## src/rtl/sun_sensor_angle_estimator_core_defines.svh

```systemverilog
// ----------------------------------------------------------------------------
// Sun sensor angle estimator: assertion macros
// Concurrent assertion wrappers, empty when SYNTHESIS is defined.
// ----------------------------------------------------------------------------
`ifndef SUN_SENSOR_ANGLE_ESTIMATOR_CORE_DEFINES_SVH
`define SUN_SENSOR_ANGLE_ESTIMATOR_CORE_DEFINES_SVH
`ifndef SYNTHESIS
`define SSAE_ASSERT_IMP(name, ck, rn, ante, cons) \
  name: assert property (@(posedge ck) disable iff (!rn) (ante) |-> (cons)) \
    else $error("assertion failed");
`define SSAE_ASSERT_NEXT(name, ck, rn, ante, cons) \
  name: assert property (@(posedge ck) disable iff (!rn) (ante) |=> (cons)) \
    else $error("assertion failed");
`else
`define SSAE_ASSERT_IMP(name, ck, rn, ante, cons)
`define SSAE_ASSERT_NEXT(name, ck, rn, ante, cons)
`endif
`endif

```

## src/rtl/ssae_pkg.sv

```systemverilog
// ----------------------------------------------------------------------------
// ssae_pkg
// Shared widths, constants, types and helpers of the sun sensor estimator.
// ----------------------------------------------------------------------------
`default_nettype none
package ssae_pkg;
  localparam int RD_W       = 12;
  localparam int CAL_W      = 12;
  localparam int RATIO_W    = 16;
  localparam int REM_W      = CAL_W;
  localparam int LO_W       = RATIO_W;
  localparam int DIV_STAGES = 4;
  localparam int DIV_BITS   = RATIO_W / DIV_STAGES;
  localparam int P_W        = 41;
  localparam int RECIP_W    = 21;
  localparam int T1_W       = 29;
  localparam int TAG_W      = 17;
  localparam int ANGLE_W    = 32;
  localparam int CFG_IDX_W  = 2;

  localparam logic [RATIO_W-1:0] RATIO_MAX = '1;
  localparam logic [RATIO_W-1:0] ONE_Q12   = 16'd4096;
  localparam logic signed [ANGLE_W-1:0] ANGLE_MAX = 32'sh7FFF_FFFF;
  localparam logic signed [ANGLE_W-1:0] ANGLE_MIN = 32'sh8000_0000;

  localparam logic [CAL_W-1:0] CAL_PLUS1_RST  = 12'd450;
  localparam logic [CAL_W-1:0] CAL_PLUS2_RST  = 12'd428;
  localparam logic [CAL_W-1:0] CAL_MINUS2_RST = 12'd550;
  localparam logic [CAL_W-1:0] CAL_MINUS1_RST = 12'd600;

  // Channel codes, which are also the configuration register indexes.
  localparam logic [1:0] CH_PLUS1  = 2'd0;
  localparam logic [1:0] CH_PLUS2  = 2'd1;
  localparam logic [1:0] CH_MINUS2 = 2'd2;
  localparam logic [1:0] CH_MINUS1 = 2'd3;

  typedef struct packed {
    logic       valid;
    logic       last;
    logic       neg;
    logic       wzero;
    logic [1:0] idx0;
  } side_t;

  function automatic logic signed [TAG_W-1:0] tag_q8(input logic [1:0] ch);
    logic signed [TAG_W-1:0] t;
    unique case (ch)
      CH_PLUS1:  t = 17'sd0;
      CH_PLUS2:  t = 17'sd23040;
      CH_MINUS2: t = -17'sd23040;
      default:   t = 17'sd46080;
    endcase
    return t;
  endfunction

  function automatic logic is_neg(input logic [1:0] c0, input logic [1:0] c1);
    return (c0 == CH_PLUS1 && c1 == CH_MINUS2) || (c0 == CH_PLUS2 && c1 == CH_PLUS1) ||
           (c0 == CH_MINUS2 && c1 == CH_MINUS1);
  endfunction
endpackage
`default_nettype wire

```

## src/rtl/ssae_recip_div.sv

```systemverilog
// ----------------------------------------------------------------------------
// ssae_recip_div
// Pipelined restoring divider for 2^33 / P, one quotient bit per stage.
// ----------------------------------------------------------------------------
`default_nettype none
module ssae_recip_div (
  input  wire logic                        clk,
  input  wire logic [ssae_pkg::P_W-1:0]    p,
  output logic      [ssae_pkg::RECIP_W-1:0] q
);
  localparam int NS = ssae_pkg::RECIP_W;

  logic [ssae_pkg::P_W-1:0]     rem_r [1:NS];
  logic [ssae_pkg::P_W-1:0]     p_r   [1:NS];
  logic [ssae_pkg::RECIP_W-1:0] q_r   [1:NS];
  logic [ssae_pkg::P_W-1:0]     rem_nxt [1:NS];
  logic [ssae_pkg::RECIP_W-1:0] q_nxt   [1:NS];

  always_comb begin
    logic [ssae_pkg::P_W:0]       trial;
    logic [ssae_pkg::P_W-1:0]     rem;
    logic [ssae_pkg::P_W-1:0]     d;
    logic [ssae_pkg::RECIP_W-1:0] qq;
    for (int k = 1; k <= NS; k++) begin
      if (k == 1) begin
        // Dividend bits above the quotient range reduce to 2^12, below P.
        rem = ssae_pkg::P_W'(4096);
        d   = p;
        qq  = '0;
      end else begin
        rem = rem_r[k-1];
        d   = p_r[k-1];
        qq  = q_r[k-1];
      end
      trial = {rem, 1'b0};
      if (trial >= {1'b0, d}) begin
        rem_nxt[k] = ssae_pkg::P_W'(trial - {1'b0, d});
        q_nxt[k]   = {qq[ssae_pkg::RECIP_W-2:0], 1'b1};
      end else begin
        rem_nxt[k] = trial[ssae_pkg::P_W-1:0];
        q_nxt[k]   = {qq[ssae_pkg::RECIP_W-2:0], 1'b0};
      end
    end
  end

  always_ff @(posedge clk) begin
    for (int k = 1; k <= NS; k++) begin
      rem_r[k] <= rem_nxt[k];
      q_r[k]   <= q_nxt[k];
      p_r[k]   <= (k == 1) ? p : p_r[k-1];
    end
  end

  assign q = q_r[NS];
endmodule
`default_nettype wire

```

## config.mk

```make
export PLATFORM = sky130hd
export DESIGN_NAME = ssae_recip_div
export DESIGN_NICKNAME = d
export VERILOG_FILES = /design/src/rtl/sun_sensor_angle_estimator_core_defines.svh /design/src/rtl/ssae_pkg.sv /design/src/rtl/ssae_recip_div.sv
export SDC_FILE = /design/constraint.sdc
export NUM_CORES = 2
export LEC_CHECK = 0
export BUFFER_PORTS_ARGS = -buffer_cell sky130_fd_sc_hd__buf_2
export CORE_ASPECT_RATIO = 1.1
export CORE_MARGIN = 8
export CORE_UTILIZATION = 45
export DETAILED_ROUTE_END_ITERATION = 16
export PLACE_DENSITY_LB_ADDON = 0.12
export SYNTH_ARGS = -nofsm -noshare
export SYNTH_HDL_FRONTEND = slang
export SYNTH_SLANG_ARGS = --single-unit
```

## constraint.sdc

```tcl
create_clock -name clk -period 4.8 [get_ports clk]
set_input_delay 0 -clock clk [delete_from_list [all_inputs] [get_ports clk]]
set_output_delay 0 -clock clk [all_outputs]
set_load 0.02 [all_outputs]
```

==> results.cfg <==
[worst_setup_path]
critPathMaxFanout = 79
worstPathArrival_ps = 5340
reg2reg_depth = 15
start_kind = flop
cp-startpoint = p_r[0][659]
setup.worst_path.class = flop to flop
r2r-start = p_r[0][659]
r2r-end = rem_r[0][705]
cp-endpoint = rem_r[0][705]
required_ps = 5550
rrSetupSlack_ps = 200
endpoint_kind = flop

[routing]
routed_wl_um = 252000
drc = 0
drt-pass1-iter-count = 6
routed_via_density = 5.38
vias = 70700
wl_per_cell_um = 19.1
ant_nets = 0
first_iter_violations = 3914

[timing]
relSlewSlack = 0.208
finalSetupTns_ps = 0
finalHoldViolCount = 0
rsz0062_at_grt = no
period_minus_slack_ps = 4600
setup-violations-final = 0
fin_skew_ps = 50.7
slew_viol_final = 0
worstMarginPinSlew_ps = 1180
min_period_over_period = 0.958
fin_hold_ws_ps = 104
fin_ws_ps = 204
fmax_mhz = 218

[yosys]
yosys_warnings = 0
yosysUniqueCellTypes = 93
synth_flop_cell = dfxtp_1
synth_seq_cells = 1871
syn_avg_cell_area_um2 = 8.94
synth-async-reset-ratio = 0
syn-num-nets = 11100
syn_inst = 10200
syn_area_um2 = 90900
synth-edff-count = 0
ys_seq_area_frac = 0.412

[worst_hold_path]
hold_path.class = input pin to flop

[power]
leakage_nw = 48.8
powerDensity_nw_per_um2 = 334
ir_worst_vdd_uv = 386

[floorplanning]
coreArea_um2 = 202000
die_h_um = 487
dieWidth_um = 445
die_area_um2 = 217000
rows = 173
start_util = 0.451
io_pins = 63

[global_routing]
first_global_vias = 70400
grtUsageMet3 = 0.0279
grt_max_degree = 80
grt_use_met1 = 0.244
grt_util_met2 = 0.417
grt.busiest_layer = met2
grt_use_total = 0.224
grt_overflow = 0
antenna_found_initial = 7
grt_pass1_wl_um = 389000

[place]
dp_hpwl_um = 202000
gp_congestion = 0.952
port_buffers = 62
dp_slack_ps = 234

[clocking]
cts_tree = built
ctsResizeCount = 0
cts_buffers = 193
clockBufferDepth = 3
clkSlewWorstSetupHoldPaths_ps = 60
worstSkewPairLatency_ps = 870
cts-root-buf = clkbuf_16
cts.sinks = 1871
htree_levels = 4

[cells_and_area]
nNetsFinal = 11100
areaGrowthSynthToFinish_pct = 12.2
drive_above_1_share = 0.0735

[run]
cap_violations = 0

[run_status]
status = completed
-- critical path: stages, from the launching register on --
cell	delay, ps
dfxtp_1	420
inv_1	70
ha_1	450
nand3_1	160
a21oi_1	80
o41ai_1	400
buf_4	200
a21oi_1	100
nor2_1	380
o31ai_1	200
a2111oi_2	550
buf_4	230
a31oi_1	170
a41oi_4	290
buf_12	290
mux2_2	390
-- layer usage --
metal  vias to the layer above  part of all wire
li1                      35500                 -
met3                       592             0.033
met5                         -          0.000052
met1                     33200              0.40
met4                         2             0.061
met2                      1475              0.51
-- cell families after synthesis --
logic type,after synthesis,share of synthesized area
AO/OA/AOI/OAI,2906,0.198
XOR/XNOR,704,0.0678
adder cells (fa/ha/maj),839,0.117
buffers and inverters,1342,0.0568
flip-flops,1871,0.412
multiplexers,258,0.0318
AND/OR/NAND/NOR,2251,0.116
-- cell type report --
class,instances,area (µm²)
clock buffers,256,5430
fillers,18800,99500
flip-flops and latches,1871,37500
repair buffers,238,2010
diodes,9,22.5
inverters,1005,3770
well taps,2712,3390
multi-input cells,6958,48500
clock inverters,95,1460
-- cell usage after synthesis (all sizes together) (115+ instances only) --
master	number	area, µm²
a21o	473	3550
a21oi	822	4110
clkbuf	271	1020
dfxtp	1871	37500
ha	820	10300
inv	1005	3770
mux2	249	2800
nand2	884	3320
nand3	167	836
nand4	149	932
nor2	455	1710
nor2b	115	719
o21ai	850	4250
xnor2	382	3350
xor2	322	2820
-- worst min-delay path by stage --
stage / startpoint / to / slack, ps / cells after the start
after floorplan: p[0] / p_r[0][41] / 30 / 0
after global placement: p[22] / p_r[0][63] / 120 / 1
after detailed placement: p[19] / p_r[0][60] / 120 / 1
after CTS: p[7] / rem_r[0][48] / 4 / 4
after global routing: p[7] / rem_r[0][48] / 70 / 4
final: p[7] / rem_r[0][48] / 100 / 4
-- metrics by stage --
stage | cells | cell area (µm²) | total power [mW] | util
2_1_floorplan | 10200 | 90900 | 17.9 | -
3_3_place_gp | 12700 | 94300 | 18.5 | 0.468
3_5_place_dp | 12700 | 94300 | 18.5 | 0.468
4_1_cts | 13100 | 102000 | 34.5 | 0.506
5_1_grt | 13100 | 102000 | 35.4 | 0.506
6_report | 13100 | 102000 | 34.1 | 0.506
-- registers in the layout (all words and copies together), names as in the netlist --
| register | count |
|---|---|
| p_r | 820 |
| rem_r | 820 |
| q_r | 231 |
-- placed cells by master, fill, tap and decap left out, types with 212 or more instances in the layout --
| cell type | count |
|---|---|
| dfxtp_1 | 1871 |
| xnor2_1 | 381 |
| ha_1 | 820 |
| o21ai_0 | 831 |
| a21o_1 | 471 |
| nor2_1 | 454 |
| a21oi_1 | 819 |
| mux2_2 | 212 |
| nand2_1 | 884 |
| inv_1 | 1005 |
| xor2_1 | 322 |
-- where the power goes --
part,internal (mW),switching (mW)
Clock,9.33,6.51
Combinational,0.806,1.21
Sequential,15.9,0.311
Total,26.1,8.03
-- repair_timing --
| action | CTS | global route |
|---|---|---|
| hold buffers | 83 | 0 |
| setup buffers | 0 | 0 |
| hold endpoints to repair | 82 | 0 |
Note: power is estimated with default switching activity, not from simulation.
