[config.mk]
export PLATFORM = sky130hd
export DESIGN_NAME = ssae_ratio_div
export DESIGN_NICKNAME = d
export VERILOG_FILES = /design/src/rtl/sun_sensor_angle_estimator_core_defines.svh /design/src/rtl/ssae_pkg.sv /design/src/rtl/ssae_ratio_div.sv
export SDC_FILE = /design/constraint.sdc
export NUM_CORES = 1
export LEC_CHECK = 0
export ABC_AREA = 1
export CORE_UTILIZATION = 70
export CTS_BUF_LIST = sky130_fd_sc_hd__clkbuf_4 sky130_fd_sc_hd__clkbuf_8
export CTS_CLUSTER_SIZE = 10
export DETAILED_ROUTE_END_ITERATION = 10
export DONT_BUFFER_PORTS = 1
export PLACE_DENSITY_LB_ADDON = 0.25
export SLEW_MARGIN = 20
export SYNTH_ARGS = -nofsm -noshare
export SYNTH_HDL_FRONTEND = slang
export SYNTH_SLANG_ARGS = --single-unit
[constraint.sdc]
create_clock -name clk -period 15.4 [get_ports clk]
set_clock_uncertainty 0.1 [all_clocks]
set_input_delay 4.62 -clock clk [delete_from_list [all_inputs] [get_ports clk]]
set_output_delay 4.62 -clock clk [all_outputs]
set_load 0.05 [all_outputs]
[src/rtl/sun_sensor_angle_estimator_core_defines.svh]
// ----------------------------------------------------------------------------
// Sun sensor angle estimator: assertion macros
// Concurrent assertion wrappers, empty when SYNTHESIS is defined.
// ----------------------------------------------------------------------------
`ifndef SUN_SENSOR_ANGLE_ESTIMATOR_CORE_DEFINES_SVH
`define SUN_SENSOR_ANGLE_ESTIMATOR_CORE_DEFINES_SVH
`ifndef SYNTHESIS
`define SSAE_ASSERT_IMP(name, ck, rn, ante, cons) \
  name: assert property (@(posedge ck) disable iff (!rn) (ante) |-> (cons)) \
    else $error("assertion failed");
`define SSAE_ASSERT_NEXT(name, ck, rn, ante, cons) \
  name: assert property (@(posedge ck) disable iff (!rn) (ante) |=> (cons)) \
    else $error("assertion failed");
`else
`define SSAE_ASSERT_IMP(name, ck, rn, ante, cons)
`define SSAE_ASSERT_NEXT(name, ck, rn, ante, cons)
`endif
`endif

[src/rtl/ssae_pkg.sv]
// ----------------------------------------------------------------------------
// ssae_pkg
// Shared widths, constants, types and helpers of the sun sensor estimator.
// ----------------------------------------------------------------------------
`default_nettype none
package ssae_pkg;
  localparam int RD_W       = 12;
  localparam int CAL_W      = 12;
  localparam int RATIO_W    = 16;
  localparam int REM_W      = CAL_W;
  localparam int LO_W       = RATIO_W;
  localparam int DIV_STAGES = 4;
  localparam int DIV_BITS   = RATIO_W / DIV_STAGES;
  localparam int P_W        = 41;
  localparam int RECIP_W    = 21;
  localparam int T1_W       = 29;
  localparam int TAG_W      = 17;
  localparam int ANGLE_W    = 32;
  localparam int CFG_IDX_W  = 2;

  localparam logic [RATIO_W-1:0] RATIO_MAX = '1;
  localparam logic [RATIO_W-1:0] ONE_Q12   = 16'd4096;
  localparam logic signed [ANGLE_W-1:0] ANGLE_MAX = 32'sh7FFF_FFFF;
  localparam logic signed [ANGLE_W-1:0] ANGLE_MIN = 32'sh8000_0000;

  localparam logic [CAL_W-1:0] CAL_PLUS1_RST  = 12'd450;
  localparam logic [CAL_W-1:0] CAL_PLUS2_RST  = 12'd428;
  localparam logic [CAL_W-1:0] CAL_MINUS2_RST = 12'd550;
  localparam logic [CAL_W-1:0] CAL_MINUS1_RST = 12'd600;

  // Channel codes, which are also the configuration register indexes.
  localparam logic [1:0] CH_PLUS1  = 2'd0;
  localparam logic [1:0] CH_PLUS2  = 2'd1;
  localparam logic [1:0] CH_MINUS2 = 2'd2;
  localparam logic [1:0] CH_MINUS1 = 2'd3;

  typedef struct packed {
    logic       valid;
    logic       last;
    logic       neg;
    logic       wzero;
    logic [1:0] idx0;
  } side_t;

  function automatic logic signed [TAG_W-1:0] tag_q8(input logic [1:0] ch);
    logic signed [TAG_W-1:0] t;
    unique case (ch)
      CH_PLUS1:  t = 17'sd0;
      CH_PLUS2:  t = 17'sd23040;
      CH_MINUS2: t = -17'sd23040;
      default:   t = 17'sd46080;
    endcase
    return t;
  endfunction

  function automatic logic is_neg(input logic [1:0] c0, input logic [1:0] c1);
    return (c0 == CH_PLUS1 && c1 == CH_MINUS2) || (c0 == CH_PLUS2 && c1 == CH_PLUS1) ||
           (c0 == CH_MINUS2 && c1 == CH_MINUS1);
  endfunction
endpackage
`default_nettype wire

[src/rtl/ssae_ratio_div.sv]
// ----------------------------------------------------------------------------
// ssae_ratio_div
// Pipelined restoring divider: reading * 4096 / cal, saturated to Q4.12.
// ----------------------------------------------------------------------------
`default_nettype none
module ssae_ratio_div (
  input  wire logic                        clk,
  input  wire logic [ssae_pkg::RD_W-1:0]   reading,
  input  wire logic [ssae_pkg::CAL_W-1:0]  cal,
  output logic      [ssae_pkg::RATIO_W-1:0] ratio
);
  localparam int NS = ssae_pkg::DIV_STAGES;

  logic [ssae_pkg::REM_W-1:0]   rem_r [1:NS];
  logic [ssae_pkg::LO_W-1:0]    lo_r  [1:NS];
  logic [ssae_pkg::RATIO_W-1:0] q_r   [1:NS];
  logic [ssae_pkg::CAL_W-1:0]   cal_r [1:NS];
  logic                         sat_r [1:NS];
  logic [ssae_pkg::REM_W-1:0]   rem_nxt [1:NS];
  logic [ssae_pkg::LO_W-1:0]    lo_nxt  [1:NS];
  logic [ssae_pkg::RATIO_W-1:0] q_nxt   [1:NS];
  logic [ssae_pkg::CAL_W-1:0]   cal_nxt [1:NS];
  logic                         sat_nxt [1:NS];

  always_comb begin
    logic [ssae_pkg::REM_W:0]     trial;
    logic [ssae_pkg::REM_W-1:0]   rem;
    logic [ssae_pkg::LO_W-1:0]    lo;
    logic [ssae_pkg::RATIO_W-1:0] q;
    logic [ssae_pkg::CAL_W-1:0]   c;
    logic                         sat;
    for (int k = 1; k <= NS; k++) begin
      if (k == 1) begin
        // The top reading bits form the first partial remainder; a quotient
        // of more than 16 bits only happens when reading >= 16 * cal.
        rem = {4'b0, reading[ssae_pkg::RD_W-1:4]};
        lo  = {reading[3:0], 12'b0};
        q   = '0;
        c   = cal;
        sat = {4'b0, reading} >= {cal, 4'b0};
      end else begin
        rem = rem_r[k-1];
        lo  = lo_r[k-1];
        q   = q_r[k-1];
        c   = cal_r[k-1];
        sat = sat_r[k-1];
      end
      for (int b = 0; b < ssae_pkg::DIV_BITS; b++) begin
        trial = {rem, lo[ssae_pkg::LO_W-1]};
        lo    = {lo[ssae_pkg::LO_W-2:0], 1'b0};
        if (trial >= {1'b0, c}) begin
          rem = ssae_pkg::REM_W'(trial - {1'b0, c});
          q   = {q[ssae_pkg::RATIO_W-2:0], 1'b1};
        end else begin
          rem = trial[ssae_pkg::REM_W-1:0];
          q   = {q[ssae_pkg::RATIO_W-2:0], 1'b0};
        end
      end
      rem_nxt[k] = rem;
      lo_nxt[k]  = lo;
      q_nxt[k]   = q;
      cal_nxt[k] = c;
      sat_nxt[k] = sat;
    end
  end

  always_ff @(posedge clk) begin
    for (int k = 1; k <= NS; k++) begin
      rem_r[k] <= rem_nxt[k];
      lo_r[k]  <= lo_nxt[k];
      q_r[k]   <= q_nxt[k];
      cal_r[k] <= cal_nxt[k];
      sat_r[k] <= sat_nxt[k];
    end
  end

  assign ratio = sat_r[NS] ? ssae_pkg::RATIO_MAX : q_r[NS];
endmodule
`default_nettype wire

==> impl_metrics.env <==
export IMPL_status="finished clean"
export IMPL_post_route_period_util_pct=79.1
export IMPL_route_detailed_drc=0
export IMPL_dp_hpwl_microns=27900
export IMPL_crit_family="simple AND/OR/NAND/NOR gates"
export IMPL_rsz0062_at_grt="no"
export IMPL_syn_avg_cell_area_sq_um=6.57
export IMPL_critPathArrivalTime_ns=12.44
export IMPL_gp_congestion=1.02
export IMPL_crit_path_start_kind="primary input"
export IMPL_grt_pass1_vias=12000
export IMPL_synth_edf_count=0
export IMPL_max_stage_delay_ns=0.48
export IMPL_fp_dieH_microns=139
export IMPL_drt_first_pass_iters=5
export IMPL_via_per_inst=5.79
export IMPL_post_cts_setup_buffer_count=0
export IMPL_max_cap_violations=0
export IMPL_wl_per_cell_microns=15.3
export IMPL_grt_use_total_pct=35.7
export IMPL_area_growth_pct=3.57
export IMPL_crit_required_ns=15.66
export IMPL_cts_htree_levels=4
export IMPL_clk_pin_slew_ns=0.08
export IMPL_ys_ff_latch=116
export IMPL_finalCriticalPeriod_ns=12.18
export IMPL_rows=49
export IMPL_ioPinCount=41
export IMPL_synth_cell_area_sq_um=13200
export IMPL_slew_violations=0
export IMPL_yosysWarnings=0
export IMPL_grt_start_max_net_pins=22
export IMPL_ys_async_sr_fraction_pct=0
export IMPL_hold_buffers=0
export IMPL_worst_pin_slew_ns=0.714
export IMPL_antenna_found_initial=0
export IMPL_cts_buffers=17
export IMPL_post_cts_resized=0
export IMPL_yosysSeqAreaShare_pct=17.6
export IMPL_synth_cell_type_count=55
export IMPL_crit_type="in -> reg"
export IMPL_port_buffers=0
export IMPL_slew_limit_headroom_pct=52.2
export IMPL_path_buf_inv=7
export IMPL_vias=13000
export IMPL_setup_tns_ns=0
export IMPL_grt_pass1_wl_microns=56200
export IMPL_cts_tree="done"
export IMPL_drt_initial_drc_count=1186
export IMPL_syn_inst=2014
export IMPL_drtAntennaViolNets=0
export IMPL_critPathSlowestCell="nand3_1"
export IMPL_core_area_sq_um=18300
export IMPL_synth_nets=2234
export IMPL_worstPathMaxFanout=18
export IMPL_fmax_ghz=0.0821
export IMPL_clock_latency_ns=0.46
export IMPL_die_area_sq_um=19500
export IMPL_routed_wl_microns=34400
export IMPL_hold_ws_ns=0.218
export IMPL_ctsRootBufferMaster="clkbuf_8"
export IMPL_final_hold_violation_count=0
export IMPL_num_antenna_cells=0
export IMPL_setup_violations=0
export IMPL_path_common_cell="nand2_1"
export IMPL_fin_ws_ns=3.22
export IMPL_hold_path_class="reg -> reg"
export IMPL_end_kind="flop"
export IMPL_clockBufferDepth=2
export IMPL_synth_flop_cell="dfxtp_1"
export IMPL_drive_gt1_share_pct=6.59
export IMPL_initial_utilization_pct=72.4
export IMPL_chipWidth_microns=139
export IMPL_grt_overflow_total=0
export IMPL_cts_sinks=116
export IMPL_final_net_count=2227
export IMPL_place_ws_ns=3.10
[worst reg2reg max path: cells and delay by family, from the launching register on]
family                   cells  cell delay [ns]
flip-flops                   1             0.40
buffers and inverters        9             1.32
AO/OA/AOI/OAI                9             1.73
adder cells (fa/ha/maj)      4             1.35
AND/OR/NAND/NOR             19             3.09
[cells by family after synthesis]
| group | count (synthesis) | synth area share, % |
|---|---|---|
| adder cells (fa/ha/maj) | 195 | 18.8 |
| XOR/XNOR | 138 | 9.14 |
| buffers and inverters | 313 | 9.52 |
| flip-flops | 116 | 17.6 |
| AO/OA/AOI/OAI | 329 | 14.5 |
| AND/OR/NAND/NOR | 923 | 30.5 |
[placed cells by master (no fill, tap or decap), types with 17 or more instances in the layout]
cell type    n
inv_1      268
xnor2_1     53
nor3_1      17
nor2_1     113
or2_2       25
o21ai_1     21
ha_1       188
nand3_1    104
o21ai_0     99
a21oi_1    119
nand2_1    578
clkbuf_8    17
xor2_1      85
dfxtp_1    116
nand4_1     40
[layer usage]
| metal | GRT usage [%] | wire length [microns] | vias to the layer above |
|---|---|---|---|
| li1 | - | - | 6603 |
| met1 | 46.9 | 15200 | 5826 |
| met2 | 57.8 | 15300 | 494 |
| met3 | 5.37 | 2640 | 104 |
| met4 | 16.3 | 1270 | 0 |
| met5 | 0 | 0 | - |
[registers in the layout, indices dropped and copies added (netlist names)]
| register | count |
|---|---|
| cal_r | 36 |
| q_r | 40 |
| rem_r | 36 |
| sat_r | 4 |
[cell type report]
type                    instances  area, sq um
fillers                      1500         4570
inverters                     284         1070
clock inverters                13          111
multi-input cells            1585         9650
repair buffers                  3         22.5
clock buffers                  18          241
well taps                     229          287
flip-flops and latches        116         2320
[Yosys cell counts, types with 2 or more instances]
cell type | instances | area (sq um)
a211oi_1 | 3 | 22.5
a21boi_0 | 9 | 67.6
a21o_1 | 7 | 52.6
a21oi_1 | 119 | 596
a21oi_2 | 8 | 70.1
a221oi_1 | 4 | 35.0
a31o_2 | 3 | 26.3
a31oi_1 | 9 | 56.3
and2_1 | 2 | 12.5
buf_2 | 13 | 65.1
buf_4 | 7 | 52.6
buf_6 | 5 | 56.3
clkbuf_1 | 4 | 15.0
dfxtp_1 | 116 | 2320
fa_1 | 7 | 140
ha_1 | 188 | 2350
inv_1 | 268 | 1010
inv_2 | 14 | 52.6
inv_4 | 2 | 12.5
nand2_1 | 578 | 2170
nand2_2 | 6 | 37.5
nand2_4 | 2 | 22.5
nand3_1 | 104 | 521
nand3_2 | 12 | 120
nand3_4 | 3 | 52.6
nand3b_1 | 7 | 52.6
nand4_1 | 40 | 250
nor2_1 | 113 | 424
nor2_2 | 4 | 25.0
nor2_4 | 4 | 45.0
nor3_1 | 17 | 85.1
o2111ai_1 | 6 | 52.6
o211ai_1 | 4 | 30.0
o21a_1 | 7 | 52.6
o21ai_0 | 99 | 495
o21ai_1 | 21 | 105
o21ai_2 | 14 | 123
o21bai_1 | 7 | 52.6
o221ai_1 | 2 | 17.5
or2_2 | 25 | 156
xnor2_1 | 53 | 464
xor2_1 | 85 | 744
[per-stage QoR]
stage | util [%] | std cells | instance area (sq um)
floorplan | - | 2014 | 13200
global placement | 73.1 | 2217 | 13400
detailed placement | 73.1 | 2217 | 13400
CTS | 75.0 | 2248 | 13700
global route | 75.0 | 2248 | 13700
finish | 75.0 | 2248 | 13700
[final timing paths]
check	slack (ns)	cells after the start	to	startpoint
worst min-delay path	0.22	0	q_r[0][71]	q_r[0][51]
worst max-delay path	3.22	41	rem_r[0][19]	cal[7]
worst min register to register	0.22	0	q_r[0][71]	q_r[0][51]
worst max register to register	7.30	41	rem_r[0][37]	cal_r[0][34]
Power is not shown: default switching activity piles up to over one toggle a cycle in this logic, so the estimate is an artifact.
